===== src/sv/stp_pkg.sv =====
// ============================================================================
// Stepper profile package
// Shared types and constants for the trapezoidal stepper profile driver.
// ============================================================================
package stp_pkg;

   localparam int DelayWidth = 17;
   localparam logic [DelayWidth-1:0] DelayMax = 17'h1FFFF;

   localparam logic [23:0] AccelReset = 24'd210000;
   localparam logic [15:0] VelocityReset = 16'd2450;

   localparam logic CsrAccel = 1'b0;
   localparam logic CsrVelocity = 1'b1;

   localparam logic OpTick = 1'b0;
   localparam logic OpStart = 1'b1;

   typedef struct packed {
      logic operation;
      logic signed [15:0] angle_deg;
   } req_word_type;

   typedef struct packed {
      logic [3:0] phase_pattern;
      logic step_event;
      logic busy_res;
      logic move_done;
      logic start_rejected;
      logic [DelayWidth-1:0] step_delay;
   } rsp_word_type;

   function automatic logic [3:0] coil_pattern(input logic [1:0] idx);
      logic [3:0] p;
      begin
         unique case (idx)
            2'd0: p = 4'h2;
            2'd1: p = 4'h8;
            2'd2: p = 4'h1;
            default: p = 4'h4;
         endcase
         return p;
      end
   endfunction

endpackage


===== src/sv/stp_divider.sv =====
// ============================================================================
// Serial divider
// Restoring divider that produces one quotient bit per cycle.
// ============================================================================
module stp_divider #(
   parameter int NumWidth = 64,
   parameter int DenWidth = 48
) (
   input  logic                clock,
   input  logic                reset,
   input  logic                start,
   input  logic [NumWidth-1:0] numerator,
   input  logic [DenWidth-1:0] denominator,
   output logic                done,
   output logic [NumWidth-1:0] quotient
);

   localparam int CntWidth = $clog2(NumWidth + 1);

   logic [NumWidth-1:0] quot_ff, quot_in;
   logic [DenWidth:0] rem_ff, rem_in;
   logic [DenWidth-1:0] den_ff, den_in;
   logic [CntWidth-1:0] cnt_ff, cnt_in;
   logic busy_ff, busy_in;
   logic done_ff, done_in;
   logic [DenWidth:0] trial;

   always_comb begin
      quot_in = quot_ff;
      rem_in = rem_ff;
      den_in = den_ff;
      cnt_in = cnt_ff;
      busy_in = busy_ff;
      done_in = 1'b0;
      trial = {rem_ff[DenWidth-1:0], quot_ff[NumWidth-1]};
      if (start) begin
         quot_in = numerator;
         rem_in = '0;
         den_in = denominator;
         cnt_in = CntWidth'(NumWidth);
         busy_in = 1'b1;
      end else if (busy_ff) begin
         if (trial >= {1'b0, den_ff}) begin
            rem_in = trial - {1'b0, den_ff};
            quot_in = {quot_ff[NumWidth-2:0], 1'b1};
         end else begin
            rem_in = trial;
            quot_in = {quot_ff[NumWidth-2:0], 1'b0};
         end
         cnt_in = cnt_ff - 1'b1;
         if (cnt_ff == CntWidth'(1)) begin
            busy_in = 1'b0;
            done_in = 1'b1;
         end
      end
   end

   always_ff @(posedge clock) begin
      if (reset) begin
         busy_ff <= 1'b0;
         done_ff <= 1'b0;
         cnt_ff <= '0;
      end else begin
         busy_ff <= busy_in;
         done_ff <= done_in;
         cnt_ff <= cnt_in;
      end
      quot_ff <= quot_in;
      rem_ff <= rem_in;
      den_ff <= den_in;
   end

   assign done = done_ff;
   assign quotient = quot_ff;

endmodule


===== src/sv/stp_sqrt.sv =====
// ============================================================================
// Serial square root
// Digit-by-digit integer square root, one result bit per cycle.
// ============================================================================
module stp_sqrt #(
   parameter int InWidth = 64
) (
   input  logic                  clock,
   input  logic                  reset,
   input  logic                  start,
   input  logic [InWidth-1:0]    radicand,
   output logic                  done,
   output logic [InWidth/2-1:0]  root
);

   localparam int RootWidth = InWidth / 2;
   localparam int CntWidth = $clog2(RootWidth + 1);

   logic [InWidth-1:0] rad_ff, rad_in;
   logic [RootWidth+1:0] rem_ff, rem_in;
   logic [RootWidth-1:0] root_ff, root_in;
   logic [CntWidth-1:0] cnt_ff, cnt_in;
   logic busy_ff, busy_in;
   logic done_ff, done_in;
   logic [RootWidth+1:0] shifted;
   logic [RootWidth+1:0] trial;

   always_comb begin
      rad_in = rad_ff;
      rem_in = rem_ff;
      root_in = root_ff;
      cnt_in = cnt_ff;
      busy_in = busy_ff;
      done_in = 1'b0;
      shifted = {rem_ff[RootWidth-1:0], rad_ff[InWidth-1:InWidth-2]};
      trial = {root_ff, 2'b01};
      if (start) begin
         rad_in = radicand;
         rem_in = '0;
         root_in = '0;
         cnt_in = CntWidth'(RootWidth);
         busy_in = 1'b1;
      end else if (busy_ff) begin
         rad_in = {rad_ff[InWidth-3:0], 2'b00};
         if (shifted >= trial) begin
            rem_in = shifted - trial;
            root_in = {root_ff[RootWidth-2:0], 1'b1};
         end else begin
            rem_in = shifted;
            root_in = {root_ff[RootWidth-2:0], 1'b0};
         end
         cnt_in = cnt_ff - 1'b1;
         if (cnt_ff == CntWidth'(1)) begin
            busy_in = 1'b0;
            done_in = 1'b1;
         end
      end
   end

   always_ff @(posedge clock) begin
      if (reset) begin
         busy_ff <= 1'b0;
         done_ff <= 1'b0;
         cnt_ff <= '0;
      end else begin
         busy_ff <= busy_in;
         done_ff <= done_in;
         cnt_ff <= cnt_in;
      end
      rad_ff <= rad_in;
      rem_ff <= rem_in;
      root_ff <= root_in;
   end

   assign done = done_ff;
   assign root = root_ff;

endmodule


===== src/sv/stepper_trapezoid_profile_driver.sv =====
// ============================================================================
// Stepper trapezoid profile driver
// Plans a trapezoidal or triangular velocity ramp and drives a full-step
// four-phase stepper one coil pattern per step.
// ============================================================================
// One word is taken at a time. A tick that does not end a step goes through
// the output state and is answered from the result register. A start that
// begins a move, and a tick that drives a new step, run a serial division and
// a square root. A tick that drives a step runs the one-bit-per-cycle divider,
// then the square root unit, with control states between them. A trapezoidal
// start adds a planning division first; a triangular start does not.
// A result word that waits on the result side holds off the next request.
module stepper_trapezoid_profile_driver #(
   parameter int TickRate = 100000,
   parameter int MaxRampSteps = 255
) (
   input  logic                  clock,
   input  logic                  reset,
   input  logic                  req_valid,
   output logic                  req_stall,
   input  stp_pkg::req_word_type req_data,
   output logic                  rsp_valid,
   input  logic                  rsp_stall,
   output stp_pkg::rsp_word_type rsp_data,
   input  logic                  csr_valid,
   output logic                  csr_ready,
   input  logic                  csr_index,
   input  logic [23:0]           csr_data
);

   localparam logic [63:0] DelayNum = 64'(TickRate) * 64'(TickRate) * 64'd9;

   localparam logic [3:0] StIdle = 4'd0;
   localparam logic [3:0] StPlanTri = 4'd1;
   localparam logic [3:0] StPlanDiv = 4'd2;
   localparam logic [3:0] StPlanWait = 4'd3;
   localparam logic [3:0] StStep = 4'd4;
   localparam logic [3:0] StDiv = 4'd5;
   localparam logic [3:0] StDivWait = 4'd6;
   localparam logic [3:0] StSqrt = 4'd7;
   localparam logic [3:0] StSqrtWait = 4'd8;
   localparam logic [3:0] StOut = 4'd9;
   localparam logic [3:0] StMulA = 4'd10;

   logic [3:0] state_ff, state_in;
   logic [23:0] accel_ff, accel_in;
   logic [15:0] vel_ff, vel_in;
   logic [1:0] phase_ff, phase_in;
   logic last_dir_ff, last_dir_in;
   logic dir_ff, dir_in;
   logic moving_ff, moving_in;
   logic tri_ff, tri_in;
   logic [14:0] step_ff, step_in;
   logic [14:0] total_ff, total_in;
   logic [14:0] ramp_ff, ramp_in;
   logic [16:0] count_ff, count_in;
   logic [3:0] pattern_ff, pattern_in;
   logic [16:0] delay_ff, delay_in;
   logic [16:0] mag_ff, mag_in;
   logic [31:0] vv_ff, vv_in;
   logic [47:0] prod_ff, prod_in;
   logic [14:0] kidx_ff, kidx_in;
   logic ev_ff, ev_in;
   logic done_ff, done_in;
   logic rej_ff, rej_in;
   logic rsp_valid_ff, rsp_valid_in;
   stp_pkg::rsp_word_type rsp_ff, rsp_in;

   logic div_start;
   logic [63:0] div_num;
   logic [47:0] div_den;
   logic div_done;
   logic [63:0] div_quot;
   logic sq_start;
   logic sq_done;
   logic [31:0] sq_root;

   logic [23:0] a_eff;
   logic req_take;
   logic [16:0] raw_mag;
   logic [15:0] kk;
   logic [15:0] idx_raw;
   logic [1:0] idx_sel;
   logic [19:0] mag5;

   stp_divider #(.NumWidth(64), .DenWidth(48)) u_div (
      .clock(clock), .reset(reset), .start(div_start), .numerator(div_num),
      .denominator(div_den), .done(div_done), .quotient(div_quot)
   );

   stp_sqrt #(.InWidth(64)) u_sqrt (
      .clock(clock), .reset(reset), .start(sq_start), .radicand(div_quot),
      .done(sq_done), .root(sq_root)
   );

   assign a_eff = (accel_ff == '0) ? 24'd1 : accel_ff;
   assign req_stall = (state_ff != StIdle) || (rsp_valid_ff && rsp_stall);
   assign req_take = req_valid && !req_stall;
   assign csr_ready = 1'b1;
   assign raw_mag = req_data.angle_deg[15] ? (17'h10000 - {1'b0, req_data.angle_deg})
                                           : {1'b0, req_data.angle_deg};
   assign mag5 = {3'b0, mag_ff} * 20'd5;

   always_comb begin
      idx_raw = {1'b0, step_ff};
      if (step_ff <= ramp_ff) begin
         idx_raw = {1'b0, step_ff};
      end else if (tri_ff) begin
         idx_raw = ({ramp_ff, 1'b1} > {1'b0, step_ff}) ?
                   ({ramp_ff, 1'b1} - {1'b0, step_ff}) : 16'd0;
      end else if ({1'b0, step_ff} + {1'b0, ramp_ff} <= {1'b0, total_ff}) begin
         idx_raw = {1'b0, ramp_ff};
      end else begin
         idx_raw = ({1'b0, total_ff} + 16'd1 > {1'b0, step_ff}) ?
                   ({1'b0, total_ff} + 16'd1 - {1'b0, step_ff}) : 16'd0;
      end
      if (idx_raw == '0) begin
         idx_raw = 16'd1;
      end
      kk = {1'b0, idx_raw[14:0]};
      if (kk > 16'(MaxRampSteps)) begin
         kk = 16'(MaxRampSteps);
      end
   end

   always_comb begin
      div_start = 1'b0;
      div_num = '0;
      div_den = '0;
      sq_start = 1'b0;
      if (state_ff == StPlanDiv) begin
         div_start = 1'b1;
         div_num = {32'b0, vv_ff} * 64'd5;
         div_den = 48'(a_eff) * 48'd18;
      end else if (state_ff == StDiv) begin
         div_start = 1'b1;
         div_num = DelayNum;
         div_den = 48'(a_eff) * 48'(kk) * 48'd10;
      end else if (state_ff == StSqrt) begin
         sq_start = 1'b1;
      end
   end

   always_comb begin
      state_in = state_ff;
      accel_in = accel_ff;
      vel_in = vel_ff;
      phase_in = phase_ff;
      last_dir_in = last_dir_ff;
      dir_in = dir_ff;
      moving_in = moving_ff;
      tri_in = tri_ff;
      step_in = step_ff;
      total_in = total_ff;
      ramp_in = ramp_ff;
      count_in = count_ff;
      pattern_in = pattern_ff;
      delay_in = delay_ff;
      mag_in = mag_ff;
      vv_in = vv_ff;
      prod_in = prod_ff;
      kidx_in = kidx_ff;
      ev_in = ev_ff;
      done_in = done_ff;
      rej_in = rej_ff;
      rsp_valid_in = rsp_valid_ff && rsp_stall;
      rsp_in = rsp_ff;
      idx_sel = phase_ff;

      if (csr_valid) begin
         if (csr_index == stp_pkg::CsrAccel) begin
            accel_in = csr_data;
         end else begin
            vel_in = csr_data[15:0];
         end
      end

      unique case (state_ff)
         StIdle: begin
            if (req_take) begin
               ev_in = 1'b0;
               done_in = 1'b0;
               rej_in = 1'b0;
               if (req_data.operation == stp_pkg::OpStart) begin
                  if (moving_ff) begin
                     rej_in = 1'b1;
                     state_in = StOut;
                  end else begin
                     mag_in = raw_mag;
                     vv_in = 32'(vel_ff) * 32'(vel_ff);
                     dir_in = (req_data.angle_deg > 16'sd0) ? 1'b0 : 1'b1;
                     state_in = StMulA;
                  end
               end else if (moving_ff) begin
                  if (count_ff > 17'd1) begin
                     count_in = count_ff - 1'b1;
                     state_in = StOut;
                  end else begin
                     count_in = '0;
                     if (step_ff >= total_ff) begin
                        moving_in = 1'b0;
                        delay_in = '0;
                        done_in = 1'b1;
                        state_in = StOut;
                     end else begin
                        state_in = StStep;
                     end
                  end
               end else begin
                  state_in = StOut;
               end
            end
         end
         StMulA: begin
            prod_in = 48'(mag_ff) * 48'(a_eff);
            state_in = StPlanTri;
         end
         StPlanTri: begin
            total_in = 15'((36'(mag5) * 36'd7282) >> 16);
            if (20'(total_in) * 20'd9 > mag5) begin
               total_in = total_in - 1'b1;
            end
            step_in = '0;
            tri_in = prod_ff <= 48'(vv_ff);
            if (prod_ff <= 48'(vv_ff)) begin
               ramp_in = {1'b0, total_in[14:1]};
               if (total_in == '0) begin
                  done_in = 1'b1;
                  state_in = StOut;
               end else begin
                  moving_in = 1'b1;
                  state_in = StStep;
               end
            end else begin
               state_in = StPlanDiv;
            end
         end
         StPlanDiv: begin
            state_in = StPlanWait;
         end
         StPlanWait: begin
            if (div_done) begin
               ramp_in = (div_quot > 64'(MaxRampSteps)) ? 15'(MaxRampSteps)
                                                        : div_quot[14:0];
               if (total_ff == '0) begin
                  done_in = 1'b1;
                  state_in = StOut;
               end else begin
                  moving_in = 1'b1;
                  state_in = StStep;
               end
            end
         end
         StStep: begin
            step_in = step_ff + 1'b1;
            state_in = StDiv;
         end
         StDiv: begin
            kidx_in = kk[14:0];
            state_in = StDivWait;
         end
         StDivWait: begin
            if (div_done) begin
               state_in = StSqrt;
            end
         end
         StSqrt: begin
            state_in = StSqrtWait;
         end
         StSqrtWait: begin
            if (sq_done) begin
               if (sq_root == '0) begin
                  delay_in = 17'd1;
               end else if (sq_root > 32'(stp_pkg::DelayMax)) begin
                  delay_in = stp_pkg::DelayMax;
               end else begin
                  delay_in = sq_root[16:0];
               end
               count_in = delay_in;
               idx_sel = phase_ff;
               if (dir_ff != last_dir_ff) begin
                  idx_sel = dir_ff ? phase_ff - 2'd1 : phase_ff + 2'd1;
               end
               pattern_in = stp_pkg::coil_pattern(idx_sel);
               phase_in = dir_ff ? idx_sel - 2'd1 : idx_sel + 2'd1;
               last_dir_in = dir_ff;
               ev_in = 1'b1;
               state_in = StOut;
            end
         end
         StOut: begin
            rsp_valid_in = 1'b1;
            rsp_in.phase_pattern = pattern_ff;
            rsp_in.step_event = ev_ff;
            rsp_in.busy_res = moving_ff;
            rsp_in.move_done = done_ff;
            rsp_in.start_rejected = rej_ff;
            rsp_in.step_delay = moving_ff ? delay_ff : '0;
            state_in = StIdle;
         end
         default: begin
            state_in = StIdle;
         end
      endcase
   end

   always_ff @(posedge clock) begin
      if (reset) begin
         state_ff <= StIdle;
         accel_ff <= stp_pkg::AccelReset;
         vel_ff <= stp_pkg::VelocityReset;
         phase_ff <= '0;
         last_dir_ff <= 1'b0;
         dir_ff <= 1'b0;
         moving_ff <= 1'b0;
         tri_ff <= 1'b0;
         step_ff <= '0;
         total_ff <= '0;
         ramp_ff <= '0;
         count_ff <= '0;
         pattern_ff <= '0;
         delay_ff <= '0;
         rsp_valid_ff <= 1'b0;
      end else begin
         state_ff <= state_in;
         accel_ff <= accel_in;
         vel_ff <= vel_in;
         phase_ff <= phase_in;
         last_dir_ff <= last_dir_in;
         dir_ff <= dir_in;
         moving_ff <= moving_in;
         tri_ff <= tri_in;
         step_ff <= step_in;
         total_ff <= total_in;
         ramp_ff <= ramp_in;
         count_ff <= count_in;
         pattern_ff <= pattern_in;
         delay_ff <= delay_in;
         rsp_valid_ff <= rsp_valid_in;
      end
      mag_ff <= mag_in;
      vv_ff <= vv_in;
      prod_ff <= prod_in;
      kidx_ff <= kidx_in;
      ev_ff <= ev_in;
      done_ff <= done_in;
      rej_ff <= rej_in;
      rsp_ff <= rsp_in;
   end

   assign rsp_valid = rsp_valid_ff;
   assign rsp_data = rsp_ff;

   a_step_in_range: assert property (@(posedge clock) disable iff (reset)
      moving_ff |-> (step_ff <= total_ff))
      else $error("step number beyond move length");
   a_idle_no_delay: assert property (@(posedge clock) disable iff (reset)
      (rsp_valid_ff && !rsp_ff.busy_res) |-> (rsp_ff.step_delay == '0))
      else $error("delay reported while idle");
   a_event_pattern: assert property (@(posedge clock) disable iff (reset)
      (rsp_valid_ff && rsp_ff.step_event) |-> $onehot(rsp_ff.phase_pattern))
      else $error("step without a single-coil pattern");
   a_ramp_bound: assert property (@(posedge clock) disable iff (reset)
      (state_ff == StDivWait) |-> (kidx_ff != '0))
      else $error("ramp index zero");

endmodule


===== config.mk =====
export PLATFORM = sky130hd
export DESIGN_NAME = stepper_trapezoid_profile_driver
export DESIGN_NICKNAME = d
export VERILOG_FILES = /design/src/sv/stp_pkg.sv /design/src/sv/stp_divider.sv /design/src/sv/stp_sqrt.sv /design/src/sv/stepper_trapezoid_profile_driver.sv
export SDC_FILE = /design/constraint.sdc
export NUM_CORES = 2
export LEC_CHECK = 0
export ABC_AREA = 1
export BUFFER_PORTS_ARGS = -buffer_cell sky130_fd_sc_hd__buf_2
export CAP_MARGIN = 10
export CORE_ASPECT_RATIO = 0.75
export CORE_MARGIN = 2
export CORE_UTILIZATION = 65
export DETAILED_ROUTE_END_ITERATION = 10
export PLACE_DENSITY = 0.82
export SYNTH_ARGS = -nofsm -noshare
export SYNTH_HDL_FRONTEND = slang
export SYNTH_SLANG_ARGS = --single-unit

===== constraint.sdc =====
create_clock -name clock -period 27.1 [get_ports clock]
set_input_delay 1.355 -clock clock [delete_from_list [all_inputs] [get_ports clock]]
set_output_delay 1.355 -clock clock [all_outputs]
set_load 0.02 [all_outputs]

==> flow_summary_export.csv <==
group,metric,value,unit
status,status,"completed",
yosys,yosysTopAreaCell,"fa_1",
route,route.met3.wl,19200,µm
finish,area_delta_synth_final,5.93,%
route,wl_met2,87600,µm
yosys,synth_seq_cells,551,
die,core_area,0.112,mm²
route,wl_met1,86400,µm
cts,clock_sinks,551,
die,initial_core_util,65.9,%
grt,grtUsageTotal,35.0,%
cts,insertion_delay,0.71,ns
cts,post_cts_buffers,0,
yosys,synth_area,0.0738,mm²
finish,post-route-util,69.8,%
cts,clkTransAtPathRegs,0.07,ns
cts,h-tree-depth,2,
run,cap_violations,0,
placed_design,finalWeightedCongestion,0.993,
worst_setup_path,path_class,"reg -> reg",
yosys,yosys_warnings,0,
yosys,syn_inst,9383,
die,fp-row-count,106,
route,drtIter0Drc,5134,
cts,numCtsBuffers,60,
grt,grt_max_degree,89,
yosys,synth_edf_count,288,
timing,period_share,51.3,%
timing,fin_setup_tns,0,ns
finish,fin_area,0.0781,mm²
yosys,synth_ff_type,"edfxtp_1",
yosys,synth_top_area_share,23.0,%
die,dieWidth,393,µm
yosys,synth.yosys.seq_area_share,18.9,%
route,routed_wl,200000,µm
die,io_pins,75,
finish,final_net_count,11200,
finish,final_common_cell,"inv_1",
cts,cts.hold.buffers_added,0,
die,die_h,296,µm
yosys,synth.distinct_cells,71,
timing,maxSlewHeadroom,22.5,%
grt,grt_pass1_wl,326000,µm
placed_design,dp_hpwl,158000,µm
placed_design,dpl-instance-area,0.0760,mm²
worst_setup_path,crit_required,27.54,ns
timing,fin_skew,0.0610,ns
timing,finalSetupViolations,0,
route,wl_per_cell,18.2,µm
route,drtPass1Iterations,7,
cts,ctsLongestPathBuffers,3,
placed_design,dp_slack,13.38,ns
placed_design,io_buffer_count,73,
timing,hold_viol,0,
route,vias,62500,
worst_setup_path,cp-start-kind,"register",
die,dieArea,0.116,mm²
timing,slew_violations,0,
route,final_antenna_net_count,0,
route,top_layer,"met5",
grt,first_global_vias,62700,
route,viasPerCell,5.67,
cts,cts_tree,"done",
timing,rsz0062_at_grt,"false",
timing,timing.fmax,72.0,MHz
yosys,avgSynthCellArea,7.86,µm²
cts,cts_root_buf,"clkbuf_16",
grt,antenna_found_initial,1,
cts,cts_resized,0,
worst_hold_path,worstHoldPathType,"reg -> reg",
worst_setup_path,crit_path_max_fanout,24,
worst_setup_path,cp_common_cell,"nand2_1",
finish,drive_above_1_share,3.53,%
worst_setup_path,crit_path_end_kind,"register",
worst_setup_path,crit_arrival,14.33,ns
timing,tightest_slew,1.16,ns
timing,setup_ws,13.20,ns
timing,period_needed,13.90,ns
finish,layout_common_cells,"inv_1, nand2_1, ha_1",
yosys,synthArstFlopShare,0,%
yosys,synth_area_leaders,"fa_1, ha_1, edfxtp_1",
route,drc,0,
worst_setup_path,slowest_delay,0.54,ns
worst_setup_path,critPathSlowestCell,"dfxtp_1",
grt,overflow,0,
==> state kept, by name, indices dropped and copies added, names as in the netlist, 16 cells and up <==
| name | cells |
|---|---|
| accel_ff | 24 |
| count_ff | 17 |
| delay_ff | 17 |
| mag_ff | 17 |
| prod_ff | 41 |
| rsp_data | 25 |
| u_div.den_ff | 43 |
| u_div.quotient | 64 |
| u_div.rem_ff | 48 |
| u_sqrt.rad_ff | 64 |
| u_sqrt.rem_ff | 32 |
| u_sqrt.root | 32 |
| vel_ff | 16 |
| vv_ff | 31 |
==> worst max-delay path, delay by kind of cell, from the launching register on <==
kind / cells / cell delay (ns)
flops: 1 / 0.54
xor+xnor: 2 / 0.39
fa+ha+maj: 11 / 4.83
buf+inv: 12 / 0.99
compound gates: 20 / 3.57
simple gates: 23 / 3.26
==> path summary, 6_finish.rpt <==
| kind | from | end | slack (ns) | depth (start not counted) |
|---|---|---|---|---|
| max reg2reg | step_ff[1]$_SDFFE_PP0P_ | u_div.den_ff[35]$_SDFFCE_PN0N_ | 13.20 | 68 |
| min reg2reg | done_ff$_SDFFCE_PP1P_ | rsp_data[18]$_DFFE_PP_ | 0.42 | 0 |
| min | done_ff$_SDFFCE_PP1P_ | rsp_data[18]$_DFFE_PP_ | 0.42 | 0 |
| max | step_ff[1]$_SDFFE_PP0P_ | u_div.den_ff[35]$_SDFFCE_PN0N_ | 13.20 | 68 |
==> per-layer routing <==
layer / vias to the layer above / global-route usage (%)
li1: 29600 / -
met1: 29800 / 49.4
met2: 2747 / 55.0
met3: 448 / 6.36
met4: 2 / 11.2
met5: - / 0
==> cell families after synthesis <==
family | synth area share [%]
other | 0.0102
and+or+nand+nor | 16.6
DFF | 18.9
adders and majority gates | 37.7
buffers and inverters | 12.1
muxes | 0.0288
AOI/OAI and AO/OA | 11.0
xor gates and xnor gates | 3.70
==> stage by stage <==
step	hold slack [ns]	instances
floorplan	0.400	9552
global placement	0.403	10900
detailed placement	0.410	10900
CTS	0.425	11000
global route	0.438	11000
finish	0.423	11000
==> synth_stat cells (21+ instances only) <==
cell type     n
a211oi_1     22
a21o_1       21
a21oi_1     581
a31oi_1      70
buf_1        43
buf_2        28
clkbuf_1    220
dfxtp_1     263
edfxtp_1    288
fa_1        847
ha_1        865
inv_1      2032
inv_2        22
nand2_1    1999
nand3_1     234
nand4_1      87
nor2_1      496
nor3_1       81
nor4_1       52
o211ai_1     49
o21a_1       33
o21ai_0     434
o21ai_1      25
o21bai_1     25
o22ai_1      58
or2_2        24
xnor2_1     121
xor2_1      191
==> cell type report <==
type	instances	area [µm²]
Antenna cell	1	2.50
Clock buffer	70	1550
Clock inverter	44	539
Fill cell	9134	33800
Inverter	2062	7750
Multi-Input combinational cell	6639	51600
Sequential cell	551	13900
Tap cell	1512	1890
Timing Repair Buffer	147	921
Power is left out: the tool's default activity adds up to more than one toggle a clock period on the data nets, which glitch-free logic cannot reach.
